<file path="src/hw/rtl/b32e_pkg.sv">
// Shared types, constants and the character table of the base32 stream encoder.
`timescale 1ns / 1ps

package b32e_pkg;

  // Width of one base32 character index.
  localparam int unsigned CharBits = 5;
  // Bits kept in a classified job window.
  localparam int unsigned WindowBits = 12;
  // Width of a bit count in the range 0 to 12.
  localparam int unsigned CountBits = 4;
  // Padding character after reset.
  localparam logic [7:0] PadReset = 8'd61;

  // One input word: a message byte and its end-of-message flag.
  typedef struct packed {
    logic [7:0] data_byte;
    logic       last_byte;
  } in_word_t;

  // One output word: a character and its end-of-message flag.
  typedef struct packed {
    logic [7:0] out_char;
    logic       out_last;
  } out_word_t;

  // A classified byte as it waits between front and back.
  typedef struct packed {
    logic [WindowBits-1:0] window;
    logic [CountBits-1:0]  nbits;
    logic                  last;
  } job_t;

  // Back-end control status per cycle.
  typedef struct packed {
    logic emit;
    logic pop;
  } b32e_ctl_t;

  // Maps a 5-bit index to its letter of the RFC 4648 alphabet.
  function automatic logic [7:0] b32_char(input logic [CharBits-1:0] idx);
    logic [7:0] code;
    if (idx < 5'd26) begin
      code = 8'h41 + {3'b000, idx};
    end else begin
      code = 8'h18 + {3'b000, idx};
    end
    return code;
  endfunction

endpackage

</file>
<file path="src/hw/rtl/b32e_front.sv">
// Front end: accepts message bytes, keeps the leftover bits and classifies each byte as a job.
`timescale 1ns / 1ps

module b32e_front (
  input  logic              clk_i,
  input  logic              rst_ni,
  input  logic              in_valid_i,
  input  b32e_pkg::in_word_t in_word_i,
  output logic              in_stall_o,
  input  logic              full_i,
  output logic              push_o,
  output b32e_pkg::job_t    job_o
);
  import b32e_pkg::*;

  logic [3:0]           bits_q, bits_d;
  logic [2:0]           held_q, held_d;
  logic [CountBits-1:0] nbits;
  logic [CountBits-1:0] rem;

  // A word is taken whenever the queue has room.
  assign in_stall_o = full_i;
  assign push_o     = in_valid_i & ~full_i;

  // Append the byte below the leftover bits.
  assign nbits = {1'b0, held_q} + 4'd8;
  assign rem   = (nbits >= 4'd10) ? (nbits - 4'd10) : (nbits - 4'd5);

  assign job_o.window = {bits_q, in_word_i.data_byte};
  assign job_o.nbits  = nbits;
  assign job_o.last   = in_word_i.last_byte;

  // Leftover bits after the job's full characters; a message end clears them.
  always_comb begin
    bits_d = bits_q;
    held_d = held_q;
    if (push_o) begin
      if (in_word_i.last_byte) begin
        bits_d = '0;
        held_d = '0;
      end else begin
        bits_d = in_word_i.data_byte[3:0];
        held_d = rem[2:0];
      end
    end
  end

  always_ff @(posedge clk_i or negedge rst_ni) begin
    if (!rst_ni) begin
      bits_q <= '0;
      held_q <= '0;
    end else begin
      bits_q <= bits_d;
      held_q <= held_d;
    end
  end

endmodule

</file>
<file path="src/hw/rtl/b32e_queue.sv">
// Small job queue that decouples the front end from the back end.
`timescale 1ns / 1ps

module b32e_queue #(
  parameter int unsigned Depth = 2
) (
  input  logic           clk_i,
  input  logic           rst_ni,
  input  logic           push_i,
  input  b32e_pkg::job_t job_i,
  input  logic           pop_i,
  output logic           full_o,
  output logic           valid_o,
  output b32e_pkg::job_t head_o
);
  import b32e_pkg::*;

  localparam int unsigned PtrW = (Depth > 1) ? $clog2(Depth) : 1;
  localparam int unsigned CntW = $clog2(Depth + 1);

  job_t            entries_q [Depth];
  logic [PtrW-1:0] wr_ptr_q, wr_ptr_d;
  logic [PtrW-1:0] rd_ptr_q, rd_ptr_d;
  logic [CntW-1:0] count_q, count_d;

  assign full_o  = (count_q == CntW'(Depth));
  assign valid_o = (count_q != '0);
  assign head_o  = entries_q[rd_ptr_q];

  // Pointer and fill count update.
  always_comb begin
    wr_ptr_d = wr_ptr_q;
    rd_ptr_d = rd_ptr_q;
    count_d  = count_q;
    if (push_i) begin
      wr_ptr_d = (wr_ptr_q == PtrW'(Depth - 1)) ? '0 : wr_ptr_q + 1'b1;
    end
    if (pop_i) begin
      rd_ptr_d = (rd_ptr_q == PtrW'(Depth - 1)) ? '0 : rd_ptr_q + 1'b1;
    end
    if (push_i && !pop_i) begin
      count_d = count_q + 1'b1;
    end else if (pop_i && !push_i) begin
      count_d = count_q - 1'b1;
    end
  end

  always_ff @(posedge clk_i or negedge rst_ni) begin
    if (!rst_ni) begin
      wr_ptr_q <= '0;
      rd_ptr_q <= '0;
      count_q  <= '0;
    end else begin
      wr_ptr_q <= wr_ptr_d;
      rd_ptr_q <= rd_ptr_d;
      count_q  <= count_d;
    end
  end

  // Job storage.
  always_ff @(posedge clk_i) begin
    if (push_i) begin
      entries_q[wr_ptr_q] <= job_i;
    end
  end

endmodule

</file>
<file path="src/hw/rtl/b32e_back.sv">
// Back end: turns the head job into characters, flushes and pads at message end.
`timescale 1ns / 1ps

module b32e_back (
  input  logic                clk_i,
  input  logic                rst_ni,
  input  logic [7:0]          pad_char_i,
  input  logic                head_valid_i,
  input  b32e_pkg::job_t      head_i,
  input  logic                out_stall_i,
  output logic                out_valid_o,
  output b32e_pkg::out_word_t out_word_o,
  output b32e_pkg::b32e_ctl_t ctl_o
);
  import b32e_pkg::*;

  logic                 started_q, started_d;
  logic [CountBits-1:0] held_q, held_d;
  logic [2:0]           gpos_q, gpos_d;
  logic                 valid_q, valid_d;
  out_word_t            word_q, word_d;

  logic                  advance;
  logic [CountBits-1:0]  held;
  logic [CountBits-1:0]  next_held;
  logic [2:0]            next_gpos;
  logic                  take_data;
  logic                  flush;
  logic [2:0]            shamt;
  logic [WindowBits-1:0] data_shift;
  logic [WindowBits+4:0] flush_shift;
  logic [CharBits-1:0]   idx;
  logic                  more;
  logic [7:0]            ch;

  // The output register moves when empty or when its word is taken.
  assign advance = ~valid_q | ~out_stall_i;

  // Bits left in the head job; a fresh job starts with all of them.
  assign held      = started_q ? held_q : head_i.nbits;
  assign take_data = (held >= 4'd5);
  assign flush     = ~take_data & head_i.last & (held != '0);

  // Character index: full character from the top of the held bits, or zero-filled tail.
  assign shamt       = 3'(held - 4'd5);
  assign data_shift  = head_i.window >> shamt;
  assign flush_shift = {head_i.window, 5'b00000} >> held;
  assign idx         = take_data ? data_shift[CharBits-1:0] : flush_shift[CharBits-1:0];
  assign ch          = (take_data || flush) ? b32_char(idx) : pad_char_i;

  // Decide whether this character ends the job.
  assign next_held = take_data ? (held - 4'd5) : '0;
  assign next_gpos = gpos_q + 3'd1;
  assign more = (next_held >= 4'd5)
              | (head_i.last & (next_held != '0))
              | (head_i.last & (pad_char_i != '0) & (next_gpos != '0));

  assign ctl_o.emit = head_valid_i & advance;
  assign ctl_o.pop  = head_valid_i & advance & ~more;

  // Sequencer and output register update.
  always_comb begin
    started_d = started_q;
    held_d    = held_q;
    gpos_d    = gpos_q;
    valid_d   = valid_q;
    word_d    = word_q;
    if (advance) begin
      valid_d = head_valid_i;
    end
    if (ctl_o.emit) begin
      word_d.out_char = ch;
      word_d.out_last = head_i.last & ~more;
      if (more) begin
        started_d = 1'b1;
        held_d    = next_held;
        gpos_d    = next_gpos;
      end else begin
        started_d = 1'b0;
        held_d    = '0;
        gpos_d    = head_i.last ? 3'd0 : next_gpos;
      end
    end
  end

  always_ff @(posedge clk_i or negedge rst_ni) begin
    if (!rst_ni) begin
      started_q <= 1'b0;
      held_q    <= '0;
      gpos_q    <= '0;
      valid_q   <= 1'b0;
    end else begin
      started_q <= started_d;
      held_q    <= held_d;
      gpos_q    <= gpos_d;
      valid_q   <= valid_d;
    end
  end

  // Output word register.
  always_ff @(posedge clk_i) begin
    word_q <= word_d;
  end

  assign out_valid_o = valid_q;
  assign out_word_o  = word_q;

endmodule

</file>
<file path="src/hw/rtl/base32_stream_encoder.sv">
// Top level of the base32 stream encoder: front end, job queue, back end and pad register.
//
//   Channel   Direction  Handshake              Word
//   in        input      in_valid_i/in_stall_o  in_word_i  (data_byte, last_byte)
//   out       output     out_valid_o/out_stall_i out_word_o (out_char, out_last)
//   cfg       input      cfg_we_i               cfg_wdata_i (pad_char)
//
// The back end sends one character per cycle unless the output stalls, so a byte yields one or
// two characters (1.6 on average, eight per five bytes); a last byte yields up to eight.
// With an empty queue, an accepted byte passes the queue entry, then the output word register.
// Reset clears the queue and the leftover bits and sets the pad character to '='.
// A stalled output holds the back end; the queue of QueueDepth words absorbs input.
`timescale 1ns / 1ps

module base32_stream_encoder #(
  parameter int unsigned QueueDepth = 2
) (
  input  logic                clk_i,
  input  logic                rst_ni,
  input  logic                in_valid_i,
  output logic                in_stall_o,
  input  b32e_pkg::in_word_t  in_word_i,
  output logic                out_valid_o,
  input  logic                out_stall_i,
  output b32e_pkg::out_word_t out_word_o,
  input  logic                cfg_we_i,
  input  logic [7:0]          cfg_wdata_i
);
  import b32e_pkg::*;

  logic      [7:0] pad_q;
  logic            q_full;
  logic            q_push;
  logic            q_valid;
  job_t            q_job;
  job_t            q_head;
  b32e_ctl_t       back_ctl;

  // Padding register.
  always_ff @(posedge clk_i or negedge rst_ni) begin
    if (!rst_ni) begin
      pad_q <= PadReset;
    end else if (cfg_we_i) begin
      pad_q <= cfg_wdata_i;
    end
  end

  b32e_front u_front (
    .clk_i      (clk_i),
    .rst_ni     (rst_ni),
    .in_valid_i (in_valid_i),
    .in_word_i  (in_word_i),
    .in_stall_o (in_stall_o),
    .full_i     (q_full),
    .push_o     (q_push),
    .job_o      (q_job)
  );

  b32e_queue #(
    .Depth (QueueDepth)
  ) u_queue (
    .clk_i   (clk_i),
    .rst_ni  (rst_ni),
    .push_i  (q_push),
    .job_i   (q_job),
    .pop_i   (back_ctl.pop),
    .full_o  (q_full),
    .valid_o (q_valid),
    .head_o  (q_head)
  );

  b32e_back u_back (
    .clk_i        (clk_i),
    .rst_ni       (rst_ni),
    .pad_char_i   (pad_q),
    .head_valid_i (q_valid),
    .head_i       (q_head),
    .out_stall_i  (out_stall_i),
    .out_valid_o  (out_valid_o),
    .out_word_o   (out_word_o),
    .ctl_o        (back_ctl)
  );

`ifndef SYNTHESIS
  // A job leaves the queue only together with a character it produced.
  assert property (@(posedge clk_i) disable iff (!rst_ni)
    back_ctl.pop |-> (back_ctl.emit && q_valid))
    else $error("job popped without a character");

  // Finishing a message job puts its final-flagged character on the output.
  assert property (@(posedge clk_i) disable iff (!rst_ni)
    (back_ctl.pop && q_head.last) |=> (out_valid_o && out_word_o.out_last))
    else $error("message end not flagged on output");

  // The front end never pushes into a full queue.
  assert property (@(posedge clk_i) disable iff (!rst_ni)
    q_full |-> !q_push)
    else $error("push into full queue");
`endif

endmodule

</file>
<file path="config.mk">
export PLATFORM = sky130hd
export DESIGN_NAME = base32_stream_encoder
export DESIGN_NICKNAME = d
export VERILOG_FILES = /design/src/hw/rtl/b32e_pkg.sv /design/src/hw/rtl/b32e_front.sv /design/src/hw/rtl/b32e_queue.sv /design/src/hw/rtl/b32e_back.sv /design/src/hw/rtl/base32_stream_encoder.sv
export SDC_FILE = /design/constraint.sdc
export NUM_CORES = 1
export LEC_CHECK = 0
export ABC_AREA = 1
export BUFFER_PORTS_ARGS = -buffer_cell sky130_fd_sc_hd__buf_2
export CAP_MARGIN = 20
export CELL_PAD_IN_SITES_DETAIL_PLACEMENT = 2
export CELL_PAD_IN_SITES_GLOBAL_PLACEMENT = 2
export CORE_MARGIN = 4
export CORE_UTILIZATION = 41
export CTS_BUF_LIST = sky130_fd_sc_hd__clkbuf_4 sky130_fd_sc_hd__clkbuf_8
export CTS_CLUSTER_DIAMETER = 80
export DETAILED_ROUTE_END_ITERATION = 10
export PLACE_DENSITY_LB_ADDON = 0.15
export SETUP_SLACK_MARGIN = 0.05
export SYNTH_ARGS = -nofsm -noshare
export SYNTH_HDL_FRONTEND = slang
export SYNTH_SLANG_ARGS = --single-unit
</file>
<file path="constraint.sdc">
create_clock -name clk_i -period 4.34 [get_ports clk_i]
set_input_delay 0.868 -clock clk_i [delete_from_list [all_inputs] [get_ports clk_i]]
set_output_delay 0.868 -clock clk_i [all_outputs]
set_load 0.005 [all_outputs]
</file>
---- Word level (Yosys, flattened, before mapping) ----
Memory sizes are Yosys's and may differ from the RTL's.
Cells that the tools add are included.
storage, ports and cells
  bits in registers ....................... 37
  bits in latches ......................... 0
  RAM bits ................................ 34
  memory bits (read-only) ................. 0
  bits of input ports ..................... 22
  output and inout bits ................... 11
  word-level logic and storage cells ...... 77
  memories ................................ 1
memories
  name               depth  bits a word  rd ports  clocked after Yosys merged registers in  write ports  line              RTL
  u_queue.entries_q  2      17           1         0                                        1            b32e_queue.sv:21  job_t entries_q [Depth];
cells by class
  add/sub/neg operators ................... 11
  multipliers ............................. 0
  divide/modulo/power cells ............... 0
  magnitude comparators ................... 4
  equal/unequal tests ..................... 1
  shift operators ......................... 2
  muxes and demuxes ....................... 18
  bitwise logic cells ..................... 17
  reduce and logical (&&, ||, !) cells .... 11
operator list
  kind                   number
  $shr A17 B4 Y5         1
  $mux W4                4
  $mux W8                2
  $mux W3                4
  $shr A12 B3 Y5         1
  $and A1 B1 Y1          9
  $add A7 B5 Y8 const A  1
  $ge A4 B3 Y1 const B   2
  $reduce_bool A4 Y1     2
  $reduce_bool A8 Y1     1
  $add A5 B5 Y6 const A  1
  $lt A5 B5 Y1 const B   1
  $mux W1                5
  $mux W5                1
  $not A1 Y1             5
  $add A3 B4 Y4 const B  1
  $ge A4 B4 Y1 const B   1
  $mux W2                2
  $reduce_bool A2 Y1     2
  $sub A4 B3 Y4 const B  1
  $add A3 B1 Y3 const B  1
  $or A1 B1 Y1           3
  $reduce_bool A3 Y1     1
  $sub A3 B2 Y3 const B  1
  other kinds (8)        11

---- Depth between registers and ports, before layout ----
An unclocked memory read counts as a cell.
  depth in word-level cells ............... 13
  depth in mapped cells ................... 24

---- Hierarchy ----
From an unflattened synthesis, not the netlist that was laid out.
unflattened totals
  cell total of the unflattened synthesis .. 457
  area total of the unflattened synthesis .. 4210.3 um2
modules (own cells, without submodules)
  module                 instances  cells each  area an instance (um2)  sequential area each (um2)
  b32e_back              1          281         1931.9                  495.5
  b32e_queue             1          78          1483.9                  1121.1
  b32e_front             1          64          483.0                   175.2
  base32_stream_encoder  1          34          311.5                   206.4

---- Worst setup path after synthesis ----
OpenSTA, ideal clock, no wires.
  path kind ............................... reg2reg
  start point ............................. register u_queue.rd_ptr_q
  end point ............................... register u_queue.count_q[1]
  library setup time ...................... 0.131 ns
  arrival time ............................ 2.638 ns
  data required time ...................... 4.209 ns
  path slack .............................. 1.571 ns
  cell stages (with the launch flop) ...... 23
  path buffers ............................ 3
  clock period less this slack ............ 2.769 ns
  cell sequence ........................... dfrtp_1 > buf_6 > nand2_1 > nand3_4 > nand2_4 > buf_6 > ha_1 > inv_1 > nor2_1 > nand2_2 > nand2_2 > buf_6 > nor2_2 > inv_1 > nand2_1 > o22ai_2 > nand2_1 > nor2_2 > inv_1 > ha_1 > a21oi_1 > o21ai_0 > xor2_1
between the ends
  cells in the longest elaborated chain, start to end .. 13
  elaborated cells on any way between the ends .. 19
RTL lines
  element                                                line              RTL
  start: declaration                                     b32e_queue.sv:23  logic [PtrW-1:0] rd_ptr_q, rd_ptr_d;
  start signal: assignment                               b32e_queue.sv:55  rd_ptr_q <= rd_ptr_d;
  $mem_v2 Z2 W17 *                                       -
  branches (longest 6 deep; another with $sub A4 B3 Y4)  -
  $or A1 B1 Y1 *                                         b32e_back.sv:56   | (head_i.last & (pad_char_i != '0) & (next_gpos != '0));
  $not A1 Y1 *                                           b32e_back.sv:59   assign ctl_o.pop = head_valid_i & advance & ~more;
  $and A1 B1 Y1 *                                        b32e_back.sv:59
  $logic_not A1 Y1                                       b32e_queue.sv:41  if (push_i && !pop_i) begin
  $logic_and A1 B1 Y1                                    b32e_queue.sv:41
  $mux W2 or $reduce_bool A2 Y1 (tied branches)          -
  end signal: assignment                                 b32e_queue.sv:56  count_q <= count_d;
  end: declaration                                       b32e_queue.sv:24  logic [CntW-1:0] count_q, count_d;
Mark *: on every way between the ends.
A chain may end at the register's enable or synchronous reset.

---- Final worst setup path ----
Ends and elaborated chain as after synthesis.

==> impl_table.tex <==
\begin{tabular}{lr}
\hline
Metric & Value \\
\hline
\multicolumn{2}{l}{\textbf{Synthesis}} \\
Synth async-reset ratio & 40.58\% \\
Top post-synthesis cells by area & edfxtp\_1 (32\%), dfrtp\_1 (15\%), nand2\_1 (12\%) \\
Sequential share of the synthesized area & 50.82\% \\
Top cell type's share of synthesized area & 32.28\% \\
Number of distinct library cells after synthesis & 33 \\
Number of enable-type register cells in the synthesized netlist & 41 \\
Netlist Area Pre-Place & 3814 sq um \\
Top cells by count, synth & nand2\_1 (121), nand3\_1 (62), inv\_1 (51) \\
Most frequent cell after synthesis & nand2\_1 \\
Cells after synthesis & 436 \\
Cell taking the most area after synthesis & edfxtp\_1 \\
Yosys warning count & 0 \\
Top\_reg\_cell synth & edfxtp\_1 \\
Synth Net Count & 468 \\
Average cell area after synthesis & 8.747 sq um \\
Post-synthesis register bit count & 69 \\
\multicolumn{2}{l}{\textbf{Floorplan}} \\
Starting Density & 42.89\% \\
Vertical extent of the die & 104.4 microns \\
Floorplan die width & 104.4 microns \\
Count of pins on the block boundary & 33 \\
Area of the placeable core & 8891 sq um \\
Die footprint & 10910 sq um \\
Number of cell rows & 34 \\
\multicolumn{2}{l}{\textbf{Setup path}} \\
Top fanout value on the critical path & 15 \\
Worst Setup End Kind & flop \\
Critical path required time & 4.58 ns \\
Kind of start point of the critical path & flop \\
Worst Setup Path Type & flop to flop \\
FF-to-FF setup slack & 0.43 ns \\
Arr. time, crit path & 4.15 ns \\
\multicolumn{2}{l}{\textbf{Min path}} \\
Worst min-delay path class & flop to flop \\
\multicolumn{2}{l}{\textbf{Detailed routing}} \\
Final wirelength & 12660 microns \\
Number of nets with antenna violations after detailed routing & 0 \\
Initial drt markers & 165 \\
Number of iterations in the first detailed-routing pass & 4 \\
Via total after detailed routing & 3251 \\
Remaining routing DRC violations & 0 \\
Vias per inst & 5.538 \\
Drt wl/cell & 21.57 microns \\
\multicolumn{2}{l}{\textbf{Clock network}} \\
Buffers inserted by post-CTS timing repair & 0 \\
Cell at the root of the clock tree & clkbuf\_8 \\
Clock tree from TritonCTS & yes \\
TritonCTS Sinks & 69 \\
Number of buffers on the longest clock path & 2 \\
CTS-repair resized insts & 0 \\
Hold-fix buffers, CTS & 0 \\
TritonCTS Buffers & 9 \\
Clk\_lat worst skew & 0.36 ns \\
Number of H-tree levels & 3 \\
Clock-pin slew of the registers on the worst-case setup and hold paths & 0.08 ns \\
\multicolumn{2}{l}{\textbf{Final layout}} \\
Share of layout cells above drive strength 1 & 19.62\% \\
Area Growth Syn to Fin & 12.66\% \\
Number of antenna cells inserted & 0 \\
Final net count & 506 \\
\multicolumn{2}{l}{\textbf{Global route}} \\
Top Usage Layer GRT & met2 \\
Wire length of the first global-routing pass & 20560 microns \\
Met3 Resource Use GR & 4.593\% \\
Final global-route overflow total & 0 \\
Largest net degree at the start of global routing & 29 \\
Initial antenna violation count & 0 \\
Overall track demand over capacity in global routing & 24.42\% \\
Met2 Track Usage GR & 43.04\% \\
Vias in the first global route & 3664 \\
Met1 usage & 30.03\% \\
\multicolumn{2}{l}{\textbf{STA}} \\
Hold violation count in the final report & 0 \\
Post-Route Skew & 0.01082 ns \\
Sum Neg Setup Slack & 0 ns \\
Achievable frequency & 255.5 MHz \\
Slew of the pin with the lowest slew margin & 0.6863 ns \\
Slew headroom & 54.25\% \\
Fin. max-slew vios & 0 \\
Final worst path period share & 90.18\% \\
Unrepaired setup endpoints after global routing & no \\
Final count of negative-setup-slack endpoints & 0 \\
Period minus WS final & 3.914 ns \\
Worst Setup Slack, final & 0.4261 ns \\
\multicolumn{2}{l}{\textbf{Run status}} \\
Run status & finished clean \\
\multicolumn{2}{l}{\textbf{Placement}} \\
Final weighted congestion of routability-driven global placement & 0.8548 \\
Worst slack, placed & 0.5844 ns \\
Dpl hpwl & 8982 microns \\
Count of input and output buffers & 32 \\
\multicolumn{2}{l}{\textbf{Job}} \\
Max-cap violations & 0 \\
\hline
\end{tabular}
cell usage in the layout (no fill, tap or decap):
| cell | n |
|---|---|
| xor2_1 | 3 |
| o21a_1 | 1 |
| inv_1 | 51 |
| clkinv_1 | 3 |
| clkbuf_4 | 1 |
| nor2_2 | 5 |
| a21oi_2 | 2 |
| nand4_1 | 2 |
| clkinv_4 | 1 |
| ha_1 | 10 |
| buf_2 | 33 |
| bufinv_16 | 3 |
| o22ai_1 | 7 |
| nand2_1 | 121 |
| o21ai_0 | 23 |
| or2_2 | 1 |
| nand3_1 | 62 |
| dfrtp_1 | 23 |
| edfxtp_1 | 41 |
| nor2_1 | 11 |
| inv_2 | 4 |
| clkbuf_8 | 9 |
| dfstp_2 | 5 |
| nand2_2 | 11 |
| inv_6 | 2 |
| o311ai_0 | 1 |
| o21ai_1 | 10 |
| a21oi_1 | 11 |
| nand3_4 | 1 |
| nand3b_1 | 1 |
| o22ai_2 | 1 |
| xnor2_1 | 3 |
| o211ai_1 | 1 |
| nand2_4 | 6 |
| buf_4 | 4 |
| nand3_2 | 5 |
area by class of cell:
cell class	instances	area (sq um)
Clock buffer	10	131.4
Inverter	58	222.7
Timing Repair Buffer	37	195.2
Tap cell	108	135.1
Fill cell	994	4594
Sequential cell	69	1938
Clock inverter	6	111.4
Multi-Input combinational cell	299	1563
per-layer routing:
layer  share of wire (%)  vias to the layer above
li1                    -                     1523
met1                  44                     1653
met2                  52                       60
met3                 2.8                       15
met4                 1.7                        0
met5                   0                        -
worst paths after layout:
path                                               start                                 to  cells past startpoint
setup reg to reg            u_queue.rd_ptr_q$_DFFE_PN0P_     u_queue.count_q[1]$_DFFE_PN0P_                     20
setup / recovery            u_queue.rd_ptr_q$_DFFE_PN0P_     u_queue.count_q[1]$_DFFE_PN0P_                     20
max in group asynchronous                         rst_ni       u_back.started_q$_DFFE_PN0P_                      1
min in group asynchronous                         rst_ni      u_front.bits_q[3]$_DFFE_PN0P_                      1
hold reg to reg            u_front.held_q[1]$_DFFE_PN0P_  u_queue.entries_q[1][2]$_DFFE_PP_                      0
hold / removal             u_front.held_q[1]$_DFFE_PN0P_  u_queue.entries_q[1][2]$_DFFE_PP_                      0
cell families after synthesis:
kind of cell	after synthesis	share of synthesized area [%]
AO/OA/AOI/OAI	57	8.333
XOR/XNOR	6	1.378
adder cells (fa/ha/maj)	10	3.281
buffers and inverters	68	8.202
flip-flops	69	50.82
AND/OR/NAND/NOR	226	27.99
per-stage QoR:
| step | cells | hold WS (ns) | utilization [%] | instance area [sq um] |
|---|---|---|---|---|
| global placement | 570 | 0.4631 | 45.54 | 4049 |
| finish | 587 | 0.5017 | 48.33 | 4297 |
| CTS | 586 | 0.4940 | 48.27 | 4292 |
| detailed placement | 570 | 0.4626 | 45.54 | 4049 |
| floorplan | 436 | 0.4421 | - | 3814 |
| global route | 587 | 0.5207 | 48.33 | 4297 |
state kept, by name, indices dropped and copies added (netlist names):
| name | flops |
|---|---|
| u_back.out_word_o | 9 |
| u_queue.wr_ptr_q | 1 |
| u_back.started_q | 1 |
| u_queue.count_q | 2 |
| u_queue.entries_q | 32 |
| u_queue.rd_ptr_q | 1 |
| u_back.out_valid_o | 1 |
| u_back.gpos_q | 3 |
| u_front.held_q | 3 |
| u_front.bits_q | 4 |
| pad_q | 8 |
| u_back.held_q | 4 |
worst max-delay path, stage by stage, from the launching register on:
cell and delay (ns):
dfrtp_1 0.67, inv_6 0.13, nand2_4 0.10, nand3_4 0.16, nand2_4 0.24, ha_1 0.24
inv_1 0.09, nor2_1 0.19, nand2_2 0.10, nand2_2 0.23, inv_1 0.19, nand2_1 0.15
nand2_1 0.09, o22ai_2 0.17, nand2_1 0.13, nor2_2 0.16, inv_1 0.06, ha_1 0.30
a21oi_1 0.11, o21ai_0 0.11, xor2_1 0.15
Power is not shown: default switching activity piles up to over one toggle a cycle in this logic, so the estimate is an artifact.
